===== config.mk =====
export PLATFORM = sky130hd
export DESIGN_NAME = retransmit_slot_tracker_core_flat
export DESIGN_NICKNAME = d
export VERILOG_FILES = /design/src/design/rstk_pkg.sv /design/src/design/rstk_if.sv /design/src/design/retransmit_slot_tracker_core.sv /design/src/design/rstk_ram.sv /design/src/design/rstk_seq.sv /design/src/flat_wrapper.sv
export SDC_FILE = /design/constraint.sdc
export NUM_CORES = 2
export LEC_CHECK = 0
export ABC_AREA = 1
export ABC_CLOCK_PERIOD_IN_PS = 6800
export BUFFER_PORTS_ARGS = -buffer_cell sky130_fd_sc_hd__buf_2
export CORE_ASPECT_RATIO = 0.5
export CORE_MARGIN = 3
export CORE_UTILIZATION = 40
export CTS_BUF_LIST = sky130_fd_sc_hd__clkbuf_16
export DETAILED_ROUTE_END_ITERATION = 6
export PLACE_DENSITY_LB_ADDON = 0.1
export SYNTH_ARGS = -nofsm -noshare
export SYNTH_HDL_FRONTEND = slang
export SYNTH_SLANG_ARGS = --single-unit

===== constraint.sdc =====
create_clock -name clk -period 6.8 [get_ports clk]
set_clock_uncertainty 0.15 [all_clocks]
set_input_delay 0.68 -clock clk [delete_from_list [all_inputs] [get_ports clk]]
set_output_delay 0.68 -clock clk [all_outputs]
set_load 0.01 [all_outputs]

===== src/design/rstk_pkg.sv =====
// Package for the retransmit slot tracker: widths, command and result codes,
// table entry and memory request types. No dependencies.

package rstk_pkg;

  localparam int NUM_SLOTS = 32;
  localparam int IDX_W     = $clog2(NUM_SLOTS);

  localparam int CMD_W   = 2;
  localparam int SLOT_W  = 5;
  localparam int ID_W    = 16;
  localparam int TIME_W  = 32;
  localparam int KIND_W  = 3;
  localparam int TMO_W   = 16;

  localparam logic [TMO_W-1:0] TIMEOUT_RST = 16'd2;

  localparam logic [CMD_W-1:0] CMD_SEND = 2'd0;
  localparam logic [CMD_W-1:0] CMD_ACK  = 2'd1;
  localparam logic [CMD_W-1:0] CMD_TICK = 2'd2;

  localparam logic [KIND_W-1:0] KIND_SENT    = 3'd0;
  localparam logic [KIND_W-1:0] KIND_FULL    = 3'd1;
  localparam logic [KIND_W-1:0] KIND_ACK_OK  = 3'd2;
  localparam logic [KIND_W-1:0] KIND_ACK_IGN = 3'd3;
  localparam logic [KIND_W-1:0] KIND_RETX    = 3'd4;
  localparam logic [KIND_W-1:0] KIND_DONE    = 3'd5;

  typedef enum logic [2:0] {
    ST_IDLE,
    ST_SEND,
    ST_ACK,
    ST_SCAN,
    ST_DONE
  } state_t;

  typedef struct packed {
    logic [TIME_W-1:0] stamp;
    logic [ID_W-1:0]   ident;
  } entry_t;

  typedef struct packed {
    logic             rd_en;
    logic [IDX_W-1:0] rd_addr;
    logic             wr_en;
    logic [IDX_W-1:0] wr_addr;
    entry_t           wr_data;
  } ram_req_t;

endpackage


===== src/design/rstk_if.sv =====
// Valid/ready channel interfaces for the tracker's input and result items.
// Depends on rstk_pkg.

interface rstk_in_if;
  logic                          valid;
  logic                          ready;
  logic [rstk_pkg::CMD_W-1:0]    cmd;
  logic [rstk_pkg::SLOT_W-1:0]   slot;
  logic [rstk_pkg::ID_W-1:0]     msg_id;
  logic [rstk_pkg::TIME_W-1:0]   now;

  modport source (output valid, cmd, slot, msg_id, now, input ready);
  modport sink   (input valid, cmd, slot, msg_id, now, output ready);
endinterface

interface rstk_out_if;
  logic                          valid;
  logic                          ready;
  logic [rstk_pkg::KIND_W-1:0]   kind;
  logic [rstk_pkg::SLOT_W-1:0]   out_slot;
  logic [rstk_pkg::ID_W-1:0]     out_id;
  logic                          last;

  modport source (output valid, kind, out_slot, out_id, last, input ready);
  modport sink   (input valid, kind, out_slot, out_id, last, output ready);
endinterface


===== src/design/retransmit_slot_tracker_core.sv =====
// Top level of the retransmit slot tracker: timeout register, sequencer, slot memory.
// Depends on rstk_pkg, rstk_if, rstk_ram, rstk_seq.
//
// Usage: items enter on in_chan (valid/ready) with cmd, slot, msg_id and now;
// results leave on out_chan (valid/ready) with kind, out_slot, out_id and last,
// where last marks the final result of an item. cfg_we/cfg_wdata write the
// 16-bit timeout, which resets to 2.
// Send and ack: the accept cycle captures the item and, for an ack, reads the
// slot memory; once the result register is free, ST_SEND or ST_ACK updates the
// busy flag, for a send writes the slot memory, and loads the result register.
// A tick walks the table at one slot per cycle, paced by the memory read port,
// while the receiver keeps up, and then emits the done marker.
// An unknown command is consumed and gives no result.
// A new item is taken in the cycle after the last result is loaded, while that
// result may still wait in the output register.
// When the receiver stalls, the result register holds and the walk pauses on
// the slot that needs to emit; nothing is dropped.
// Reset clears the busy flags (every slot free), the output register and the
// sequencer; the memory needs no clearing pass and the block is ready at once.

module retransmit_slot_tracker_core (
  input  logic                        clk,
  input  logic                        rst_n,
  input  logic                        cfg_we,
  input  logic [rstk_pkg::TMO_W-1:0]  cfg_wdata,
  rstk_in_if.sink                     in_chan,
  rstk_out_if.source                  out_chan
);

  logic [rstk_pkg::TMO_W-1:0] timeout_r;
  rstk_pkg::ram_req_t         ram_req;
  rstk_pkg::entry_t           ram_rd;

  always_ff @(posedge clk) begin
    if (!rst_n) begin
      timeout_r <= rstk_pkg::TIMEOUT_RST;
    end else if (cfg_we) begin
      timeout_r <= cfg_wdata;
    end
  end

  rstk_seq u_seq (
    .clk      (clk),
    .rst_n    (rst_n),
    .timeout  (timeout_r),
    .in_chan  (in_chan),
    .out_chan (out_chan),
    .ram_req  (ram_req),
    .ram_rd   (ram_rd)
  );

  rstk_ram u_ram (
    .clk     (clk),
    .req     (ram_req),
    .rd_data (ram_rd)
  );

  a_busy_after_cmd: assert property (@(posedge clk) disable iff (!rst_n)
    in_chan.valid && in_chan.ready &&
    (in_chan.cmd == rstk_pkg::CMD_SEND || in_chan.cmd == rstk_pkg::CMD_ACK ||
     in_chan.cmd == rstk_pkg::CMD_TICK) |=> !in_chan.ready)
    else $error("item accepted while previous item still in progress");

  a_last_flag: assert property (@(posedge clk) disable iff (!rst_n)
    out_chan.valid |-> (out_chan.last == (out_chan.kind != rstk_pkg::KIND_RETX)))
    else $error("last flag does not match result kind");

  a_reset_quiet: assert property (@(posedge clk)
    !rst_n |=> !out_chan.valid && in_chan.ready)
    else $error("result pending or not ready after reset");

endmodule


===== src/design/rstk_ram.sv =====
// Slot table memory: stamp and id per slot, one write and one registered read port.
// Depends on rstk_pkg.

module rstk_ram (
  input  logic               clk,
  input  rstk_pkg::ram_req_t req,
  output rstk_pkg::entry_t   rd_data
);

  rstk_pkg::entry_t mem [rstk_pkg::NUM_SLOTS];
  rstk_pkg::entry_t rd_data_r;

  always_ff @(posedge clk) begin
    if (req.wr_en) begin
      mem[req.wr_addr] <= req.wr_data;
    end
    if (req.rd_en) begin
      rd_data_r <= mem[req.rd_addr];
    end
  end

  assign rd_data = rd_data_r;

endmodule


===== src/design/rstk_seq.sv =====
// Sequencer: busy flags, item capture, read-modify-write of the slot table,
// timeout scan and the result register. Depends on rstk_pkg, rstk_if.

module rstk_seq (
  input  logic                        clk,
  input  logic                        rst_n,
  input  logic [rstk_pkg::TMO_W-1:0]  timeout,
  rstk_in_if.sink                     in_chan,
  rstk_out_if.source                  out_chan,
  output rstk_pkg::ram_req_t          ram_req,
  input  rstk_pkg::entry_t            ram_rd
);

  localparam int IDX_W = rstk_pkg::IDX_W;
  localparam logic [IDX_W-1:0] IDX_LAST = IDX_W'(rstk_pkg::NUM_SLOTS - 1);

  rstk_pkg::state_t state_r, state_nxt;

  logic [rstk_pkg::NUM_SLOTS-1:0] busy_r;
  logic                           busy_we;
  logic [IDX_W-1:0]               busy_idx;
  logic                           busy_val;

  logic [IDX_W-1:0] idx_r, idx_nxt;

  logic [rstk_pkg::SLOT_W-1:0] slot_r;
  logic [rstk_pkg::ID_W-1:0]   id_r;
  logic [rstk_pkg::TIME_W-1:0] now_r;

  logic                          out_valid_r;
  logic [rstk_pkg::KIND_W-1:0]   kind_r;
  logic [rstk_pkg::SLOT_W-1:0]   oslot_r;
  logic [rstk_pkg::ID_W-1:0]     oid_r;
  logic                          last_r;

  logic                          emit;
  logic [rstk_pkg::KIND_W-1:0]   e_kind;
  logic [rstk_pkg::SLOT_W-1:0]   e_slot;
  logic [rstk_pkg::ID_W-1:0]     e_id;
  logic                          e_last;

  logic                        accept;
  logic                        out_free;
  logic [IDX_W-1:0]            free_idx;
  logic                        any_free;
  logic [IDX_W-1:0]            ack_idx;
  logic                        ack_hit;
  logic [rstk_pkg::TIME_W-1:0] age;
  logic                        due;

  assign accept   = in_chan.valid && in_chan.ready;
  assign out_free = !out_valid_r || out_chan.ready;
  assign ack_idx  = IDX_W'(slot_r);
  assign ack_hit  = (int'(slot_r) < rstk_pkg::NUM_SLOTS) && busy_r[ack_idx] &&
                    (ram_rd.ident == id_r);
  assign age      = now_r - ram_rd.stamp;
  assign due      = busy_r[idx_r] && (age >= rstk_pkg::TIME_W'(timeout));

  always_comb begin
    free_idx = '0;
    any_free = 1'b0;
    for (int i = rstk_pkg::NUM_SLOTS - 1; i >= 0; i--) begin
      if (!busy_r[i]) begin
        free_idx = IDX_W'(i);
        any_free = 1'b1;
      end
    end
  end

  always_ff @(posedge clk) begin
    if (!rst_n) begin
      state_r <= rstk_pkg::ST_IDLE;
    end else begin
      state_r <= state_nxt;
    end
  end

  always_comb begin
    state_nxt      = state_r;
    in_chan.ready  = (state_r == rstk_pkg::ST_IDLE);
    ram_req        = '0;
    idx_nxt        = idx_r;
    busy_we        = 1'b0;
    busy_idx       = '0;
    busy_val       = 1'b0;
    emit           = 1'b0;
    e_kind         = rstk_pkg::KIND_DONE;
    e_slot         = '0;
    e_id           = '0;
    e_last         = 1'b1;
    case (state_r)
      rstk_pkg::ST_IDLE: begin
        if (in_chan.valid) begin
          case (in_chan.cmd)
            rstk_pkg::CMD_SEND: begin
              state_nxt = rstk_pkg::ST_SEND;
            end
            rstk_pkg::CMD_ACK: begin
              ram_req.rd_en   = 1'b1;
              ram_req.rd_addr = IDX_W'(in_chan.slot);
              state_nxt       = rstk_pkg::ST_ACK;
            end
            rstk_pkg::CMD_TICK: begin
              ram_req.rd_en   = 1'b1;
              ram_req.rd_addr = '0;
              idx_nxt         = '0;
              state_nxt       = rstk_pkg::ST_SCAN;
            end
            default: begin
              state_nxt = rstk_pkg::ST_IDLE;
            end
          endcase
        end
      end
      rstk_pkg::ST_SEND: begin
        if (out_free) begin
          emit = 1'b1;
          if (any_free) begin
            ram_req.wr_en         = 1'b1;
            ram_req.wr_addr       = free_idx;
            ram_req.wr_data.stamp = now_r;
            ram_req.wr_data.ident = id_r;
            busy_we               = 1'b1;
            busy_idx              = free_idx;
            busy_val              = 1'b1;
            e_kind                = rstk_pkg::KIND_SENT;
            e_slot                = rstk_pkg::SLOT_W'(free_idx);
            e_id                  = id_r;
          end else begin
            e_kind = rstk_pkg::KIND_FULL;
          end
          state_nxt = rstk_pkg::ST_IDLE;
        end
      end
      rstk_pkg::ST_ACK: begin
        if (out_free) begin
          emit   = 1'b1;
          e_slot = slot_r;
          if (ack_hit) begin
            busy_we  = 1'b1;
            busy_idx = ack_idx;
            busy_val = 1'b0;
            e_kind   = rstk_pkg::KIND_ACK_OK;
            e_id     = id_r;
          end else begin
            e_kind = rstk_pkg::KIND_ACK_IGN;
          end
          state_nxt = rstk_pkg::ST_IDLE;
        end
      end
      rstk_pkg::ST_SCAN: begin
        if (!due || out_free) begin
          if (due) begin
            ram_req.wr_en         = 1'b1;
            ram_req.wr_addr       = idx_r;
            ram_req.wr_data.stamp = now_r;
            ram_req.wr_data.ident = id_r;
            emit                  = 1'b1;
            e_kind                = rstk_pkg::KIND_RETX;
            e_slot                = rstk_pkg::SLOT_W'(idx_r);
            e_id                  = id_r;
            e_last                = 1'b0;
          end
          if (idx_r == IDX_LAST) begin
            state_nxt = rstk_pkg::ST_DONE;
          end else begin
            idx_nxt         = idx_r + 1'b1;
            ram_req.rd_en   = 1'b1;
            ram_req.rd_addr = idx_r + 1'b1;
          end
        end
      end
      rstk_pkg::ST_DONE: begin
        if (out_free) begin
          emit      = 1'b1;
          state_nxt = rstk_pkg::ST_IDLE;
        end
      end
      default: begin
        state_nxt = rstk_pkg::ST_IDLE;
      end
    endcase
  end

  always_ff @(posedge clk) begin
    if (!rst_n) begin
      busy_r      <= '0;
      out_valid_r <= 1'b0;
    end else begin
      if (busy_we) begin
        busy_r[busy_idx] <= busy_val;
      end
      if (emit) begin
        out_valid_r <= 1'b1;
      end else if (out_chan.ready) begin
        out_valid_r <= 1'b0;
      end
    end
  end

  always_ff @(posedge clk) begin
    idx_r <= idx_nxt;
    if (accept) begin
      slot_r <= in_chan.slot;
      id_r   <= in_chan.msg_id;
      now_r  <= in_chan.now;
    end
    if (emit) begin
      kind_r  <= e_kind;
      oslot_r <= e_slot;
      oid_r   <= e_id;
      last_r  <= e_last;
    end
  end

  assign out_chan.valid    = out_valid_r;
  assign out_chan.kind     = kind_r;
  assign out_chan.out_slot = oslot_r;
  assign out_chan.out_id   = oid_r;
  assign out_chan.last     = last_r;

endmodule

===== src/flat_wrapper.sv =====
// flat-port wrapper written by rule: the top's interface ports become plain ports
module retransmit_slot_tracker_core_flat 
  (clk, rst_n, cfg_we, cfg_wdata, in_chan_valid, in_chan_cmd, in_chan_slot, in_chan_msg_id, in_chan_now, in_chan_ready, out_chan_valid, out_chan_kind, out_chan_out_slot, out_chan_out_id, out_chan_last, out_chan_ready);
  rstk_in_if in_chan_i ();
  rstk_out_if out_chan_i ();
  input  logic clk;
  input  logic rst_n;
  input  logic cfg_we;
  input  logic [rstk_pkg::TMO_W-1:0] cfg_wdata;
  input wire logic [$bits(in_chan_i.valid)-1:0] in_chan_valid;
  input wire logic [$bits(in_chan_i.cmd)-1:0] in_chan_cmd;
  input wire logic [$bits(in_chan_i.slot)-1:0] in_chan_slot;
  input wire logic [$bits(in_chan_i.msg_id)-1:0] in_chan_msg_id;
  input wire logic [$bits(in_chan_i.now)-1:0] in_chan_now;
  output wire logic [$bits(in_chan_i.ready)-1:0] in_chan_ready;
  output wire logic [$bits(out_chan_i.valid)-1:0] out_chan_valid;
  output wire logic [$bits(out_chan_i.kind)-1:0] out_chan_kind;
  output wire logic [$bits(out_chan_i.out_slot)-1:0] out_chan_out_slot;
  output wire logic [$bits(out_chan_i.out_id)-1:0] out_chan_out_id;
  output wire logic [$bits(out_chan_i.last)-1:0] out_chan_last;
  input wire logic [$bits(out_chan_i.ready)-1:0] out_chan_ready;
  assign in_chan_i.valid = in_chan_valid;
  assign in_chan_i.cmd = in_chan_cmd;
  assign in_chan_i.slot = in_chan_slot;
  assign in_chan_i.msg_id = in_chan_msg_id;
  assign in_chan_i.now = in_chan_now;
  assign in_chan_ready = in_chan_i.ready;
  assign out_chan_valid = out_chan_i.valid;
  assign out_chan_kind = out_chan_i.kind;
  assign out_chan_out_slot = out_chan_i.out_slot;
  assign out_chan_out_id = out_chan_i.out_id;
  assign out_chan_last = out_chan_i.last;
  assign out_chan_i.ready = out_chan_ready;
  retransmit_slot_tracker_core u_core (.clk(clk), .rst_n(rst_n), .cfg_we(cfg_we), .cfg_wdata(cfg_wdata), .in_chan(in_chan_i), .out_chan(out_chan_i));
endmodule

==> metrics.yaml <==
worst_hold_path:
  hold_depth: 5
  hold_path.class: "input pin to flop"
  min_from: "in_chan_cmd[1]"
setup_path:
  worstSetupEndpoint: "u_core.u_ram.mem[0][44]$_DFFE_PP_"
  crit_required_ns: 7.12
  setup.worst_path.end_class: "flop"
  reg2reg_from: "u_core.u_seq.now_r[4]$_DFFE_PP_"
  worstSetupStartpoint: "u_core.u_seq.now_r[4]$_DFFE_PP_"
  rrSetupSlack_ns: 0.53
  r2r_end: "u_core.u_ram.mem[0][44]$_DFFE_PP_"
  startpoint_type: "flop"
  crit_fanout: 20
  r2r_cells: 26
  cp.arrival_ns: 6.59
  worstSetupPathType: "flop to flop"
clocking:
  cts_tree: "yes"
  clock_latency_ns: 0.84
  h-tree-depth: 4
  cts-resized-gates: 0
  cts_hold_buf: 72
  cts.clk_slew.worst_paths_ns: 0.06
  cts_sinks: 1719
  cts_buffer_depth: 4
  root_buffer: "clkbuf_16"
  cts_setup_buffers: 0
  cts_made_buffers: 171
finish:
  fin_nets: 7581
  fin_area_um2: 88700
  drive_gt1_share_pct: 8.58
  final.fill_count: 18101
  syn2layout_area_growth_pct: 13.4
yosys:
  yosys-top-cells-count: "1,667 x edfxtp_1, 1,452 x nand3_1, 1,317 x nand2_1, 1,095 x inv_1, 675 x nand3b_1"
  synth_warnings: 0
  syn_area_um2: 78200
  synthArstFlopShare_pct: 0
  synth_top_area_share_pct: 64.0
  synth_top_area_cell: "edfxtp_1"
  synth.most_common_cell: "edfxtp_1"
  synth_edf_count: 1667
  ys_seq_elements: 1719
  syn_area_per_cell_um2: 10.7
  syn_nets: 7450
  ys.flop_type: "edfxtp_1"
  syn_inst: 7320
  ys_seq_area_share_pct: 65.3
  ys_types: 49
  ys_top_cells_by_area: "edfxtp_1 64%, nand3_1 9.3%, nand3b_1 6.5%"
floorplanning:
  initial_utilization_pct: 40.4
  fp-row-count: 114
  coreArea_um2: 194000
  ios: 103
  die_h_um: 319
  die-area_um2: 201000
  die_w_um: 631
global_route:
  met1_usage_pct: 36.9
  met3_usage_pct: 5.06
  grt_start_max_net_pins: 166
  grt_pass1_vias: 51124
  overflow: 0
  grt.total_usage_pct: 24.5
  grt_pass1_wl_mm: 362
  gr-usage-met2_pct: 35.8
  antenna_found_initial: 7
  busiest_layer: "met1"
detailed_routing:
  wl_per_cell_um: 24.6
  drt_iter0_drc: 6041
  drc_errors: 0
  ant_nets: 0
  vias: 54356
  first_pass_iters: 6
  wl_mm: 251
  vias_per_cell: 5.34
timing:
  relSlewSlack_pct: 5.13
  hold_viol_final: 0
  rsz0062_at_grt: "no"
  period_needed_ns: 6.27
  drv_slew: 0
  fin_crit_sh_pct: 92.2
  setup_violations: 0
  fin_tns_setup_ns: 0
  max_freq_mhz: 160
  worstMarginPinSlew_ns: 1.42
outcome:
  outcome: "completed"
placed_design:
  gp_congestion: 0.859
  port_buffers: 102
  dpl_cell_area_um2: 82900
  hpwl_mm: 141
pwr:
  ir_drop_mv: 0.182
  leakagePower_uw: 0.0345
  power.density_nw_per_um2: 251
job:
  maxCapViolCount: 0
area by class of cell:
class                   count  area [µm²]  share of cell area (%)
diodes                      1        2.50                 0.00282
multi-input cells        4059       21300                    24.0
inverters                1101        4160                    4.69
repair buffers            399        3820                    4.31
clock inverters           124         716                   0.807
clock buffers             173        4330                    4.88
flip-flops and latches   1719       51100                    57.6
well taps                2610        3270                    3.68
critical path, stage by stage, from the launching register on:
cell and delay [ns]:
edfxtp_1 0.41, ha_1 0.38, nand2_1 0.08, nand2_1 0.08, nand2_1 0.07, nand3_1 0.08, nand2_1 0.08, nand2_1 0.07
a21oi_1 0.26, o21bai_2 0.12, xor2_1 0.17, ha_1 0.31, nand2_1 0.07, inv_1 0.06, nand3_1 0.08, nor3_1 0.20
nand3_1 0.13, nand4_2 0.22, nand3_2 0.20, nand2_1 0.12, inv_1 0.06, nand3_1 0.10, nor2_1 0.05, nor2_1 0.54
nand3_1 0.25, nor2_4 1.10, buf_4 0.46
kinds of logic after synthesis:
| kind of cell | after synthesis | share of synthesized area (%) |
|---|---|---|
| DFF | 1719 | 65.3 |
| and+or+nand+nor | 3752 | 23.8 |
| adders and majority gates | 54 | 0.874 |
| xor gates and xnor gates | 36 | 0.403 |
| AOI/OAI and AO/OA | 217 | 1.59 |
| buffers and inverters | 1542 | 7.99 |
sequential cells by signal (all words and copies together), names as in the netlist:
signal                          cells
u_core.u_seq.busy_r                32
u_core.u_seq.out_chan.valid         1
u_core.u_seq.out_chan.out_id       16
u_core.u_seq.ack_idx                5
u_core.timeout_r                   16
u_core.u_seq.out_chan.kind          3
u_core.u_ram.rd_data               48
u_core.u_seq.out_chan.out_slot      5
u_core.u_seq.id_r                  16
u_core.u_seq.idx_r                  5
u_core.u_seq.state_r                3
u_core.u_seq.out_chan.last          1
u_core.u_seq.now_r                 32
u_core.u_ram.mem                 1536
through the flow:
stage                     hold WS, ns  util, %  total power, µW  cells  worst slack (ns)
final                           0.196     45.8            22300  10186             0.532
after global routing            0.217     45.8            23000  10186             0.122
after CTS                       0.143     45.8            22400  10185             0.574
after detailed placement        0.341     42.8            13500   9816             0.621
after global placement          0.339     42.8            13500   9816             0.587
after floorplan                 0.285        -            12900   7320             0.599
metal layers:
layer  wire length (µm)  vias up
met3              20100      309
met4               6110        6
li1                   -    25170
met5                 43        -
met1             118000    26924
met2             107000     1947
cells in the final DEF (no fill, tap or decap), types with 7 or more instances in the layout:
cell type      count
bufinv_16          7
nand4_1           37
nor2_1           169
edfxtp_1        1667
buf_4            153
inv_1           1119
o21ai_0           76
nand2_1         1315
nor2_2            38
dfxtp_1           52
clkinv_1          55
a21oi_1           90
buf_12            72
nand3b_1         675
clkinv_2          31
nand3_1         1451
nor3_1            14
ha_1              53
dlygate4sd3_1     72
o211ai_1           7
xor2_1            18
buf_2            102
nor2_4            33
clkbuf_16        173
xnor2_1           18
worst min-delay path by stage:
| stage | end | slack [ns] |
|---|---|---|
| 2_1_floorplan | u_core.timeout_r[15]$_SDFFE_PN0P_ | 0.29 |
| 3_3_place_gp | u_core.u_seq.state_r[2]$_SDFFE_PN0P_ | 0.34 |
| 3_5_place_dp | u_core.u_seq.state_r[2]$_SDFFE_PN0P_ | 0.34 |
| 4_1_cts | u_core.u_seq.state_r[0]$_SDFFE_PN0P_ | 0.14 |
| 5_1_grt | u_core.u_seq.state_r[0]$_SDFFE_PN0P_ | 0.22 |
| 6_report | u_core.u_seq.state_r[0]$_SDFFE_PN0P_ | 0.20 |
where the power goes:
group | internal (µW) | switching [µW]
logic | 445 | 1090
registers | 11700 | 68.6
clock network | 4860 | 4090
Note: power is estimated with default switching activity, not from simulation.
